## config.mk

```make
export PLATFORM = sky130hd
export DESIGN_NAME = posix_credential_unit_flat
export DESIGN_NICKNAME = d
export VERILOG_FILES = /design/src/design/pcu_pkg.sv /design/src/design/pcu_req_if.sv /design/src/design/pcu_rsp_if.sv /design/src/design/pcu_cfg_if.sv /design/src/design/pcu_exec.sv /design/src/design/posix_credential_unit.sv /design/src/flat_wrapper.sv
export SDC_FILE = /design/constraint.sdc
export NUM_CORES = 2
export LEC_CHECK = 0
export ABC_CLOCK_PERIOD_IN_PS = 8700
export BUFFER_PORTS_ARGS = -buffer_cell sky130_fd_sc_hd__buf_2
export CAP_MARGIN = 20
export CORE_UTILIZATION = 30
export CTS_CLUSTER_SIZE = 28
export DETAILED_ROUTE_END_ITERATION = 8
export GPL_TIMING_DRIVEN = 0
export MAX_ROUTING_LAYER = met4
export PLACE_DENSITY = 0.52
export SLEW_MARGIN = 30
export SYNTH_ARGS = -nofsm -noshare
export SYNTH_HDL_FRONTEND = slang
export SYNTH_SLANG_ARGS = --single-unit
```

## constraint.sdc

```tcl
create_clock -name clk -period 8.7 [get_ports clk]
set_input_delay 0.87 -clock clk [delete_from_list [all_inputs] [get_ports clk]]
set_output_delay 0.87 -clock clk [all_outputs]
set_load 0.05 [all_outputs]
```

## src/design/pcu_pkg.sv

```systemverilog
`default_nettype none

package pcu_pkg;

  localparam int unsigned IdW     = 32;
  localparam int unsigned OpW     = 5;
  localparam int unsigned StatusW = 2;
  localparam int unsigned CfgIdxW = 1;

  localparam logic [IdW-1:0] KeepId  = '1;
  localparam logic [IdW-1:0] CapFull = '1;

  typedef logic [IdW-1:0] id_t;

  typedef enum logic [OpW-1:0] {
    OP_RESEED    = 5'd0,
    OP_GET_UID   = 5'd1,
    OP_GET_EUID  = 5'd2,
    OP_GET_GID   = 5'd3,
    OP_GET_EGID  = 5'd4,
    OP_GETRESUID = 5'd5,
    OP_GETRESGID = 5'd6,
    OP_SETUID    = 5'd7,
    OP_SETGID    = 5'd8,
    OP_SETREUID  = 5'd9,
    OP_SETREGID  = 5'd10,
    OP_SETRESUID = 5'd11,
    OP_SETRESGID = 5'd12,
    OP_SETFSUID  = 5'd13,
    OP_SETFSGID  = 5'd14,
    OP_CAPSET    = 5'd15,
    OP_CAPGET    = 5'd16
  } op_t;

  typedef enum logic [StatusW-1:0] {
    ST_OK    = 2'd0,
    ST_PERM  = 2'd1,
    ST_UNSUP = 2'd2
  } status_t;

  typedef enum logic [CfgIdxW-1:0] {
    CFG_SEED_UID = 1'd0,
    CFG_SEED_GID = 1'd1
  } cfg_idx_t;

  typedef struct packed {
    id_t real_id;
    id_t eff_id;
    id_t saved_id;
    id_t fs_id;
  } fam_t;

  typedef struct packed {
    fam_t usr;
    fam_t grp;
  } cred_t;

  typedef struct packed {
    logic [OpW-1:0] opcode;
    id_t            id_a;
    id_t            id_b;
    id_t            id_c;
  } req_t;

  typedef struct packed {
    status_t status;
    id_t     value;
    id_t     value_second;
    id_t     value_third;
  } rsp_t;

endpackage

`default_nettype wire

```

## src/design/pcu_req_if.sv

```systemverilog
`default_nettype none

interface pcu_req_if;
  logic                        valid;
  logic                        ready;
  logic [pcu_pkg::OpW-1:0]     opcode;
  logic [pcu_pkg::IdW-1:0]     id_a;
  logic [pcu_pkg::IdW-1:0]     id_b;
  logic [pcu_pkg::IdW-1:0]     id_c;

  modport source (output valid, opcode, id_a, id_b, id_c, input ready);
  modport sink (input valid, opcode, id_a, id_b, id_c, output ready);
endinterface

`default_nettype wire

```

## src/design/pcu_rsp_if.sv

```systemverilog
`default_nettype none

interface pcu_rsp_if;
  logic                        valid;
  logic                        ready;
  logic [pcu_pkg::StatusW-1:0] status;
  logic [pcu_pkg::IdW-1:0]     value;
  logic [pcu_pkg::IdW-1:0]     value_second;
  logic [pcu_pkg::IdW-1:0]     value_third;

  modport source (output valid, status, value, value_second, value_third, input ready);
  modport sink (input valid, status, value, value_second, value_third, output ready);
endinterface

`default_nettype wire

```

## src/design/pcu_cfg_if.sv

```systemverilog
`default_nettype none

interface pcu_cfg_if;
  logic                        valid;
  logic                        ready;
  logic [pcu_pkg::CfgIdxW-1:0] index;
  logic [pcu_pkg::IdW-1:0]     data;

  modport source (output valid, index, data, input ready);
  modport sink (input valid, index, data, output ready);
endinterface

`default_nettype wire

```

## src/design/pcu_exec.sv

```systemverilog
`default_nettype none

module pcu_exec (
  input  pcu_pkg::cred_t cur,
  input  pcu_pkg::id_t   seed_uid,
  input  pcu_pkg::id_t   seed_gid,
  input  pcu_pkg::req_t  req,
  output pcu_pkg::cred_t nxt,
  output pcu_pkg::rsp_t  res
);
  import pcu_pkg::*;

  logic priv;
  fam_t fam;
  fam_t fam_new;
  logic fam_wr;
  id_t  a, b, c;
  logic a_keep, b_keep, c_keep;
  logic a_in, b_in, c_in;

  assign priv   = (cur.usr.eff_id == '0);
  assign fam    = req.opcode[0] ? cur.usr : cur.grp;
  assign a      = req.id_a;
  assign b      = req.id_b;
  assign c      = req.id_c;
  assign a_keep = (a == KeepId);
  assign b_keep = (b == KeepId);
  assign c_keep = (c == KeepId);
  assign a_in   = (a == fam.real_id) || (a == fam.eff_id) || (a == fam.saved_id);
  assign b_in   = (b == fam.real_id) || (b == fam.eff_id) || (b == fam.saved_id);
  assign c_in   = (c == fam.real_id) || (c == fam.eff_id) || (c == fam.saved_id);

  always_comb begin
    nxt     = cur;
    fam_new = fam;
    fam_wr  = 1'b0;
    res     = '{status: ST_OK, value: '0, value_second: '0, value_third: '0};

    unique case (op_t'(req.opcode)) inside
      OP_RESEED: begin
        nxt.usr = '{real_id: seed_uid, eff_id: seed_uid, saved_id: seed_uid, fs_id: seed_uid};
        nxt.grp = '{real_id: seed_gid, eff_id: seed_gid, saved_id: seed_gid, fs_id: seed_gid};
      end
      OP_GET_UID:  res.value = cur.usr.real_id;
      OP_GET_EUID: res.value = cur.usr.eff_id;
      OP_GET_GID:  res.value = cur.grp.real_id;
      OP_GET_EGID: res.value = cur.grp.eff_id;
      OP_GETRESUID, OP_GETRESGID: begin
        res.value        = fam.real_id;
        res.value_second = fam.eff_id;
        res.value_third  = fam.saved_id;
      end
      OP_SETUID, OP_SETGID: begin
        if (!a_keep) begin
          if (priv) begin
            fam_new = '{real_id: a, eff_id: a, saved_id: a, fs_id: a};
            fam_wr  = 1'b1;
          end else if (a == fam.real_id || a == fam.saved_id) begin
            fam_new.eff_id = a;
            fam_new.fs_id  = a;
            fam_wr         = 1'b1;
          end else begin
            res.status = ST_PERM;
          end
        end
      end
      OP_SETREUID, OP_SETREGID: begin
        // real may only take the old real or effective id when unprivileged
        if (!priv && ((!a_keep && a != fam.real_id && a != fam.eff_id) || (!b_keep && !b_in)))
        begin
          res.status = ST_PERM;
        end else begin
          fam_new.real_id = a_keep ? fam.real_id : a;
          fam_new.eff_id  = b_keep ? fam.eff_id : b;
          if (!a_keep || (!b_keep && b != fam.real_id)) begin
            fam_new.saved_id = fam_new.eff_id;
          end
          fam_new.fs_id = fam_new.eff_id;
          fam_wr        = 1'b1;
        end
      end
      OP_SETRESUID, OP_SETRESGID: begin
        if (!priv && ((!a_keep && !a_in) || (!b_keep && !b_in) || (!c_keep && !c_in))) begin
          res.status = ST_PERM;
        end else begin
          fam_new.real_id  = a_keep ? fam.real_id : a;
          fam_new.eff_id   = b_keep ? fam.eff_id : b;
          fam_new.saved_id = c_keep ? fam.saved_id : c;
          fam_new.fs_id    = fam_new.eff_id;
          fam_wr           = 1'b1;
        end
      end
      OP_SETFSUID, OP_SETFSGID: begin
        res.value = fam.fs_id;
        if (!a_keep && (priv || a_in || a == fam.fs_id)) begin
          fam_new.fs_id = a;
          fam_wr        = 1'b1;
        end
      end
      OP_CAPSET: res.status = priv ? ST_OK : ST_PERM;
      OP_CAPGET: res.value = priv ? CapFull : '0;
      default:   res.status = ST_UNSUP;
    endcase

    if (fam_wr) begin
      if (req.opcode[0]) begin
        nxt.usr = fam_new;
      end else begin
        nxt.grp = fam_new;
      end
    end
  end

endmodule

`default_nettype wire

```

## src/design/posix_credential_unit.sv

```systemverilog
`default_nettype none

// Credential unit: holds real/effective/saved/fs user and group ids and
// serves one request per clock while the result side keeps taking. A request
// is captured in an input register, evaluated against the current ids in the
// following cycle, and its result lands in an output register. The id update
// and the result of a request are committed in the same cycle, so the next
// request always sees the ids left by the one before it. Seed registers are
// written through the cfg channel, which is always ready; reseed copies them
// into all eight ids.
module posix_credential_unit (
  input  wire      clk,
  input  wire      rst,
  pcu_req_if.sink   req,
  pcu_rsp_if.source rsp,
  pcu_cfg_if.sink   cfg
);
  import pcu_pkg::*;

  id_t   seed_uid;
  id_t   seed_gid;
  cred_t cred;
  cred_t cred_next;
  req_t  s1_req;
  logic  s1_valid;
  rsp_t  out_rsp;
  rsp_t  res_next;
  logic  out_valid;
  logic  adv;

  assign adv       = s1_valid && (!out_valid || rsp.ready);
  assign req.ready = !s1_valid || adv;
  assign cfg.ready = 1'b1;

  always_ff @(posedge clk) begin
    if (rst) begin
      seed_uid <= '0;
      seed_gid <= '0;
    end else if (cfg.valid) begin
      unique case (cfg_idx_t'(cfg.index))
        CFG_SEED_UID: seed_uid <= cfg.data;
        CFG_SEED_GID: seed_gid <= cfg.data;
        default: ;
      endcase
    end
  end

  always_ff @(posedge clk) begin
    if (rst) begin
      s1_valid <= 1'b0;
    end else if (req.ready) begin
      s1_valid <= req.valid;
    end
  end

  always_ff @(posedge clk) begin
    if (req.valid && req.ready) begin
      s1_req <= '{opcode: req.opcode, id_a: req.id_a, id_b: req.id_b, id_c: req.id_c};
    end
  end

  pcu_exec u_exec (
    .cur      (cred),
    .seed_uid (seed_uid),
    .seed_gid (seed_gid),
    .req      (s1_req),
    .nxt      (cred_next),
    .res      (res_next)
  );

  always_ff @(posedge clk) begin
    if (rst) begin
      cred <= '0;
    end else if (adv) begin
      cred <= cred_next;
    end
  end

  always_ff @(posedge clk) begin
    if (rst) begin
      out_valid <= 1'b0;
    end else if (adv) begin
      out_valid <= 1'b1;
    end else if (rsp.ready) begin
      out_valid <= 1'b0;
    end
  end

  always_ff @(posedge clk) begin
    if (adv) begin
      out_rsp <= res_next;
    end
  end

  assign rsp.valid        = out_valid;
  assign rsp.status       = out_rsp.status;
  assign rsp.value        = out_rsp.value;
  assign rsp.value_second = out_rsp.value_second;
  assign rsp.value_third  = out_rsp.value_third;

  // ids only move when a request is evaluated
  a_cred_hold: assert property (@(posedge clk) disable iff (rst)
    !adv |=> $stable(cred))
    else $error("credentials changed with no request evaluated");

  a_adv_out: assert property (@(posedge clk) disable iff (rst)
    adv |=> out_valid)
    else $error("evaluated request produced no result");

  a_stall_in: assert property (@(posedge clk) disable iff (rst)
    (s1_valid && out_valid && !rsp.ready) |-> !req.ready)
    else $error("request taken while both stages are full");

  a_capget_priv: assert property (@(posedge clk) disable iff (rst)
    (adv && s1_req.opcode == OP_CAPGET && cred.usr.eff_id == '0) |=> rsp.value == CapFull)
    else $error("privileged capability query lost the full mask");

endmodule

`default_nettype wire

```

## src/flat_wrapper.sv

```systemverilog
// flat-port wrapper written by rule: the top's interface ports become plain ports
module posix_credential_unit_flat import pcu_pkg::*;
  (clk, rst, req_valid, req_opcode, req_id_a, req_id_b, req_id_c, req_ready, rsp_valid, rsp_status, rsp_value, rsp_value_second, rsp_value_third, rsp_ready, cfg_valid, cfg_index, cfg_data, cfg_ready);
  pcu_req_if req_i ();
  pcu_rsp_if rsp_i ();
  pcu_cfg_if cfg_i ();
  input  wire clk;
  input  wire rst;
  input wire logic [$bits(req_i.valid)-1:0] req_valid;
  input wire logic [$bits(req_i.opcode)-1:0] req_opcode;
  input wire logic [$bits(req_i.id_a)-1:0] req_id_a;
  input wire logic [$bits(req_i.id_b)-1:0] req_id_b;
  input wire logic [$bits(req_i.id_c)-1:0] req_id_c;
  output wire logic [$bits(req_i.ready)-1:0] req_ready;
  output wire logic [$bits(rsp_i.valid)-1:0] rsp_valid;
  output wire logic [$bits(rsp_i.status)-1:0] rsp_status;
  output wire logic [$bits(rsp_i.value)-1:0] rsp_value;
  output wire logic [$bits(rsp_i.value_second)-1:0] rsp_value_second;
  output wire logic [$bits(rsp_i.value_third)-1:0] rsp_value_third;
  input wire logic [$bits(rsp_i.ready)-1:0] rsp_ready;
  input wire logic [$bits(cfg_i.valid)-1:0] cfg_valid;
  input wire logic [$bits(cfg_i.index)-1:0] cfg_index;
  input wire logic [$bits(cfg_i.data)-1:0] cfg_data;
  output wire logic [$bits(cfg_i.ready)-1:0] cfg_ready;
  assign req_i.valid = req_valid;
  assign req_i.opcode = req_opcode;
  assign req_i.id_a = req_id_a;
  assign req_i.id_b = req_id_b;
  assign req_i.id_c = req_id_c;
  assign req_ready = req_i.ready;
  assign rsp_valid = rsp_i.valid;
  assign rsp_status = rsp_i.status;
  assign rsp_value = rsp_i.value;
  assign rsp_value_second = rsp_i.value_second;
  assign rsp_value_third = rsp_i.value_third;
  assign rsp_i.ready = rsp_ready;
  assign cfg_i.valid = cfg_valid;
  assign cfg_i.index = cfg_index;
  assign cfg_i.data = cfg_data;
  assign cfg_ready = cfg_i.ready;
  posix_credential_unit u_core (.clk(clk), .rst(rst), .req(req_i), .rsp(rsp_i), .cfg(cfg_i));
endmodule
```

# Word-level counts from Yosys, hierarchy flattened
# Index checks and enable logic that the tools add are counted.
# op_classes
bitwise	1
muxes	39
reduce_logical	46
n_eq_ne	32
# op_table
op	n
two-way mux 128 bit	6
two-way mux 256 bit	2
two-way mux 32 bit	12
== test 32 bit	10
case mux 96 bit (3 select lines)	1
case mux 32 bit (7 select lines)	1
case mux 32 bit (4 select lines)	1
== test 32 bit, second input constant	3
inequality test 32 bit	3
== test 5 x 4 -> 1 bit, second input constant	8
zero test 32 bit	1
== test 5 x 3 -> 1 bit, second input constant	4
logical OR 1 bit	15
two-way mux 1 bit	12
logical AND 1 bit	11
== test 5 x 2 -> 1 bit, second input constant	2
case mux 2 bit (5 select lines)	1
OR reduction 10 bit	1
OR reduction 2 bit	5
zero test 1 bit	9
== test 5 x 1 -> 1 bit, second input constant	1
== test 5 bit, second input constant	1
zero test 5 bit	1
two-way mux 2 bit	2
4 further kinds	5
# totals
reg_bits	521
output_inout_bits	101
elab_cells	138

# Depth between registers and ports, before layout
# depth
depth_word	13
depth_mapped	17
depth_no_buf	11

# Hierarchy
# A second synthesis with hierarchy kept.
# unflattened
hier_cells	4396
hier_area_um2	36379.9
# by_module_without_submodules
mod	n_inst	area_each_um2	cells_per_inst
posix_credential_unit	1	19745.2	1602
pcu_exec	1	16634.7	2794

# Worst setup path after synthesis
# Ideal clock, no wire load.
# synth_path
path_kind	input port to flip-flop
from	input port rsp_ready
to	register u_core.cred[218] in the netlist's numbering
setup_time_ns	0.086
arrival_ns	4.236
required_ns	8.614
n_path_buf	2
path_slack_ns	4.379
stages	9
cell_sequence	nor2b_1 -> nand2b_1 -> inv_1 -> o21ai_0 -> a21oi_2 -> buf_2 -> buf_2 -> nor2_1 -> a211oi_1
# synth_via
elab_chain_len	2
# synth_rtl
item	line	text
start: declaration	flat_wrapper.sv:20	input wire logic [$bits(rsp_i.ready)-1:0] rsp_ready;
logical OR 1 bit	posix_credential_unit.sv:31	assign adv = s1_valid && (!out_valid || rsp.ready);
logical AND 1 bit	posix_credential_unit.sv:31	
net u_core.adv	posix_credential_unit.sv:29	logic adv;
end signal: assignment	posix_credential_unit.sv:75	cred <= cred_next;
end: declaration	posix_credential_unit.sv:22	cred_t cred;
# The timed path passes the listed nets, and every way through them passes these cells.
# A chain may end at the register's enable or synchronous reset.

# Final worst setup path
# layout_path
from	register u_core.s1_req[96] in the netlist's numbering
to	register u_core.cred[49] in the netlist's numbering
# layout_via
elab_chain_len	13
word_cells_on_any_way	70
classes_between	eq/ne: 21; mux: 19; reduce/logical: 30
# layout_rtl
item	line	text
start: declaration	posix_credential_unit.sv:24	req_t s1_req;
start signal: assignment	posix_credential_unit.sv:58	s1_req <= '{opcode: req.opcode, id_a: req.id_a, id_b: req.id_b, id_c: req.id_c};
two-way mux 128 bit	pcu_exec.sv:22	assign fam = req.opcode[0] ? cur.usr : cur.grp;
== test 32 bit (on tied branches)	pcu_exec.sv:29, pcu_exec.sv:58, pcu_exec.sv:30	
logical OR 1 bit (on tied branches) (2 in series)	pcu_exec.sv:29, pcu_exec.sv:30	
zero test 1 bit (on tied branches)	pcu_exec.sv:83, pcu_exec.sv:69	
logical AND 1 bit (on tied branches)	pcu_exec.sv:83, pcu_exec.sv:69	
logical OR 1 bit (2 in series)	pcu_exec.sv:83	if (!priv && ((!a_keep && !a_in) || (!b_keep && !b_in) || (!c_keep && !c_in))) begin
logical AND 1 bit	pcu_exec.sv:83	
two-way mux 128 bit	pcu_exec.sv:83	
case mux 96 bit (3 select lines)	pcu_exec.sv:39	unique case (op_t'(req.opcode)) inside
two-way mux 128 bit	pcu_exec.sv:106	if (req.opcode[0]) begin
two-way mux 256 bit (*)	pcu_exec.sv:105	if (fam_wr) begin
# Mark *: on every way between the ends. The rest lies on a longest branch, timed or not.

==> flow_metrics.env <==
export IMPL_status="finished, final reports clean"
export IMPL_gp_congestion=1.108
export IMPL_leakagePower_nw=12.70
export IMPL_grt_max_degree=72
export IMPL_die_h_um=326.1
export IMPL_final_util_pct=35.64
export IMPL_rsz0062_at_grt="no"
export IMPL_drive_gt1_share_pct=17.58
export IMPL_synth_top_area_share_pct=20.45
export IMPL_finalCritPeriodShare_pct=79.05
export IMPL_cts_hold_buf=0
export IMPL_grt_pass1_vias=32310
export IMPL_ant_nets=0
export IMPL_fin_nets=4042
export IMPL_synth_xor_area_share_pct=8.921
export IMPL_cts_buffer_depth=3
export IMPL_cts_repair_resized=0
export IMPL_worstSetupPathType="reg2reg"
export IMPL_areaGrowthSynthToFinish_pct=17.36
export IMPL_clock_latency_ps=710
export IMPL_yosysUniqueCellTypes=92
export IMPL_tightest_slew_ps=1213
export IMPL_slew_headroom_pct=18.28
export IMPL_synthCells=3588
export IMPL_wl_per_cell_um=40.95
export IMPL_dp_hpwl_mm=172.1
export IMPL_synth_area_leaders="dfxtp_1 20%, edfxtp_1 19%, xnor2_1 8.4%"
export IMPL_synth_compound_area_share_pct=25.86
export IMPL_grt_ovfl_total=0
export IMPL_grt_antenna_before_repair=17
export IMPL_syn_area_per_cell_um2=8.784
export IMPL_final_common_cell="nor2_1"
export IMPL_worst_ep_required_time_ps=9230
export IMPL_synth_area_leader_cell="dfxtp_1"
export IMPL_htree_levels=2
export IMPL_cts_tree="done"
export IMPL_ys_async_sr_fraction_pct=0
export IMPL_hp_class="in2reg"
export IMPL_core_area_mm2=0.1038
export IMPL_port_buffers=238
export IMPL_cts_root_buf="clkbuf_16"
export IMPL_pre_cts_ws_ps=2336
export IMPL_final_area_mm2=0.03699
export IMPL_vias=34550
export IMPL_power_mw=6.768
export IMPL_ys_flop_type="dfxtp_1"
export IMPL_start_kind="flip-flop"
export IMPL_post_cts_buffers=0
export IMPL_track_usage_pct=40.91
export IMPL_initial_core_util_pct=30.37
export IMPL_worst_slack_ps=1822
export IMPL_mostFrequentLayoutCells="338 x nor2_1, 322 x dfxtp_1, 317 x nand2_1"
export IMPL_synth_area_mm2=0.03152
export IMPL_drc=0
export IMPL_synth_warnings=0
export IMPL_power_density_mw_per_mm2=183.0
export IMPL_critPathCaptureType="flip-flop"
export IMPL_finalSetupTns_ps=0
export IMPL_ys_ff_latch=521
export IMPL_synth_simple_area_share_pct=13.70
export IMPL_drv_cap=0
export IMPL_totalWireLength_mm=218.8
export IMPL_seq_area_frac_synth_pct=39.41
export IMPL_hold_viol_final=0
export IMPL_finClkSkew_ps=35.95
export IMPL_setup_violations=0
export IMPL_drt_iter0_drc=5521
export IMPL_rows=118
export IMPL_period_needed_ps=6878
export IMPL_grt_pass1_wl_mm=286.9
export IMPL_num_io_pins=240
export IMPL_placedInstanceArea_mm2=0.03501
export IMPL_die_area_mm2=0.1064
export IMPL_numCtsBuffers=58
export IMPL_synthAdderAreaFrac_pct=0
export IMPL_synthMuxAreaShare_pct=6.971
export IMPL_drv_slew=0
export IMPL_synth_edff_count=199
export IMPL_vdd_drop_max_v=0.0001561
export IMPL_dr_pass1_iters=6
export IMPL_cp_max_fo=10
export IMPL_cp_arrival_ps=7400
export IMPL_max_freq_ghz=0.1454
export IMPL_clkSinkCount=521
export IMPL_die_w_um=326.1
export IMPL_synth_top_family_by_area="compound AO/OA/AOI/OAI gates"
export IMPL_via_per_inst=6.464
export IMPL_path_clk_slew_ps=70
export IMPL_synthesis_nets=3727
## registers in the layout (all words and copies together) (netlist names)
name and cells:
u_core.cred 256, u_core.s1_req 101, u_core.rsp.value 32, u_core.rsp.value_second 32, u_core.rsp.value_third 32, u_core.seed_gid 32
u_core.seed_uid 32, u_core.rsp.status 2, u_core.rsp.valid 1, u_core.s1_valid 1
## metal layers
layer	wire, µm	global-route usage, %
met1	84840	50.34
met5	0	-
met4	18960	29.03
met2	89640	56.79
met3	25380	11.95
## layout make-up
type / instances / area, µm²
well taps: 1380 / 1727
repair buffers: 255 / 1380
clock inverters: 28 / 291.5
inverters: 26 / 105.1
fillers: 10890 / 66800
plain buffers: 347 / 1540
diodes: 11 / 27.53
clock buffers: 82 / 1635
multi-input cells: 2694 / 17860
flip-flops and latches: 521 / 12420
## per-stage QoR
step	hold slack, ps	instances
after floorplan	436.5	3588
after global routing	334.3	5340
final	344.5	5344
after detailed placement	451.5	5223
after CTS	323.3	5333
after global placement	448.8	5206
## synth_stat cells, types with 50 or more instances
library cell    n
nor2_1        339
a31oi_1        69
a211oi_1       66
dfxtp_1       322
nor4_1         98
mux2_2         52
a21oi_1       316
clkbuf_1      210
mux2i_1        68
nand2_1       317
nand4_1        76
edfxtp_1      199
xnor2_1       303
buf_2          62
o21ai_0       311
buf_1          50
## cells by family after synthesis
kind of cell,after synthesis
AO/OA/AOI/OAI,1237
AND/OR/NAND/NOR,955
multiplexers,180
other,1
buffers and inverters,373
flip-flops,521
XOR/XNOR,321
## where the power goes
part	switching, mW	internal (mW)
clock	1.13	1.41
combinational	1.14	0.378
sequential	0.0740	2.63
## worst max-delay path, stage by stage, from the launching register on
cell and delay, ps:
edfxtp_1 380, buf_6 140, buf_6 210, buf_6 360
mux2i_4 680, xnor2_1 440, nor4_1 910, nand4_1 200
o22ai_2 390, o32ai_4 330, o21ai_4 660, nor3_2 240
nor3_2 520, buf_2 600, buf_2 470, a21oi_1 110
## path summary, 6_finish.rpt
kind / startpoint / endpoint / slack, ps / depth (start not counted)
max: u_core.s1_req[96]$_DFFE_PP_ / u_core.cred[49]$_SDFFE_PP0P_ / 1820 / 15
max reg2reg: u_core.s1_req[96]$_DFFE_PP_ / u_core.cred[49]$_SDFFE_PP0P_ / 1820 / 15
min reg2reg: u_core.seed_gid[11]$_SDFFE_PP0P_ / u_core.seed_gid[11]$_SDFFE_PP0P_ / 460 / 2
min: req_id_a[14] / u_core.s1_req[78]$_DFFE_PP_ / 340 / 1
Note: power is estimated with default switching activity, not from simulation.
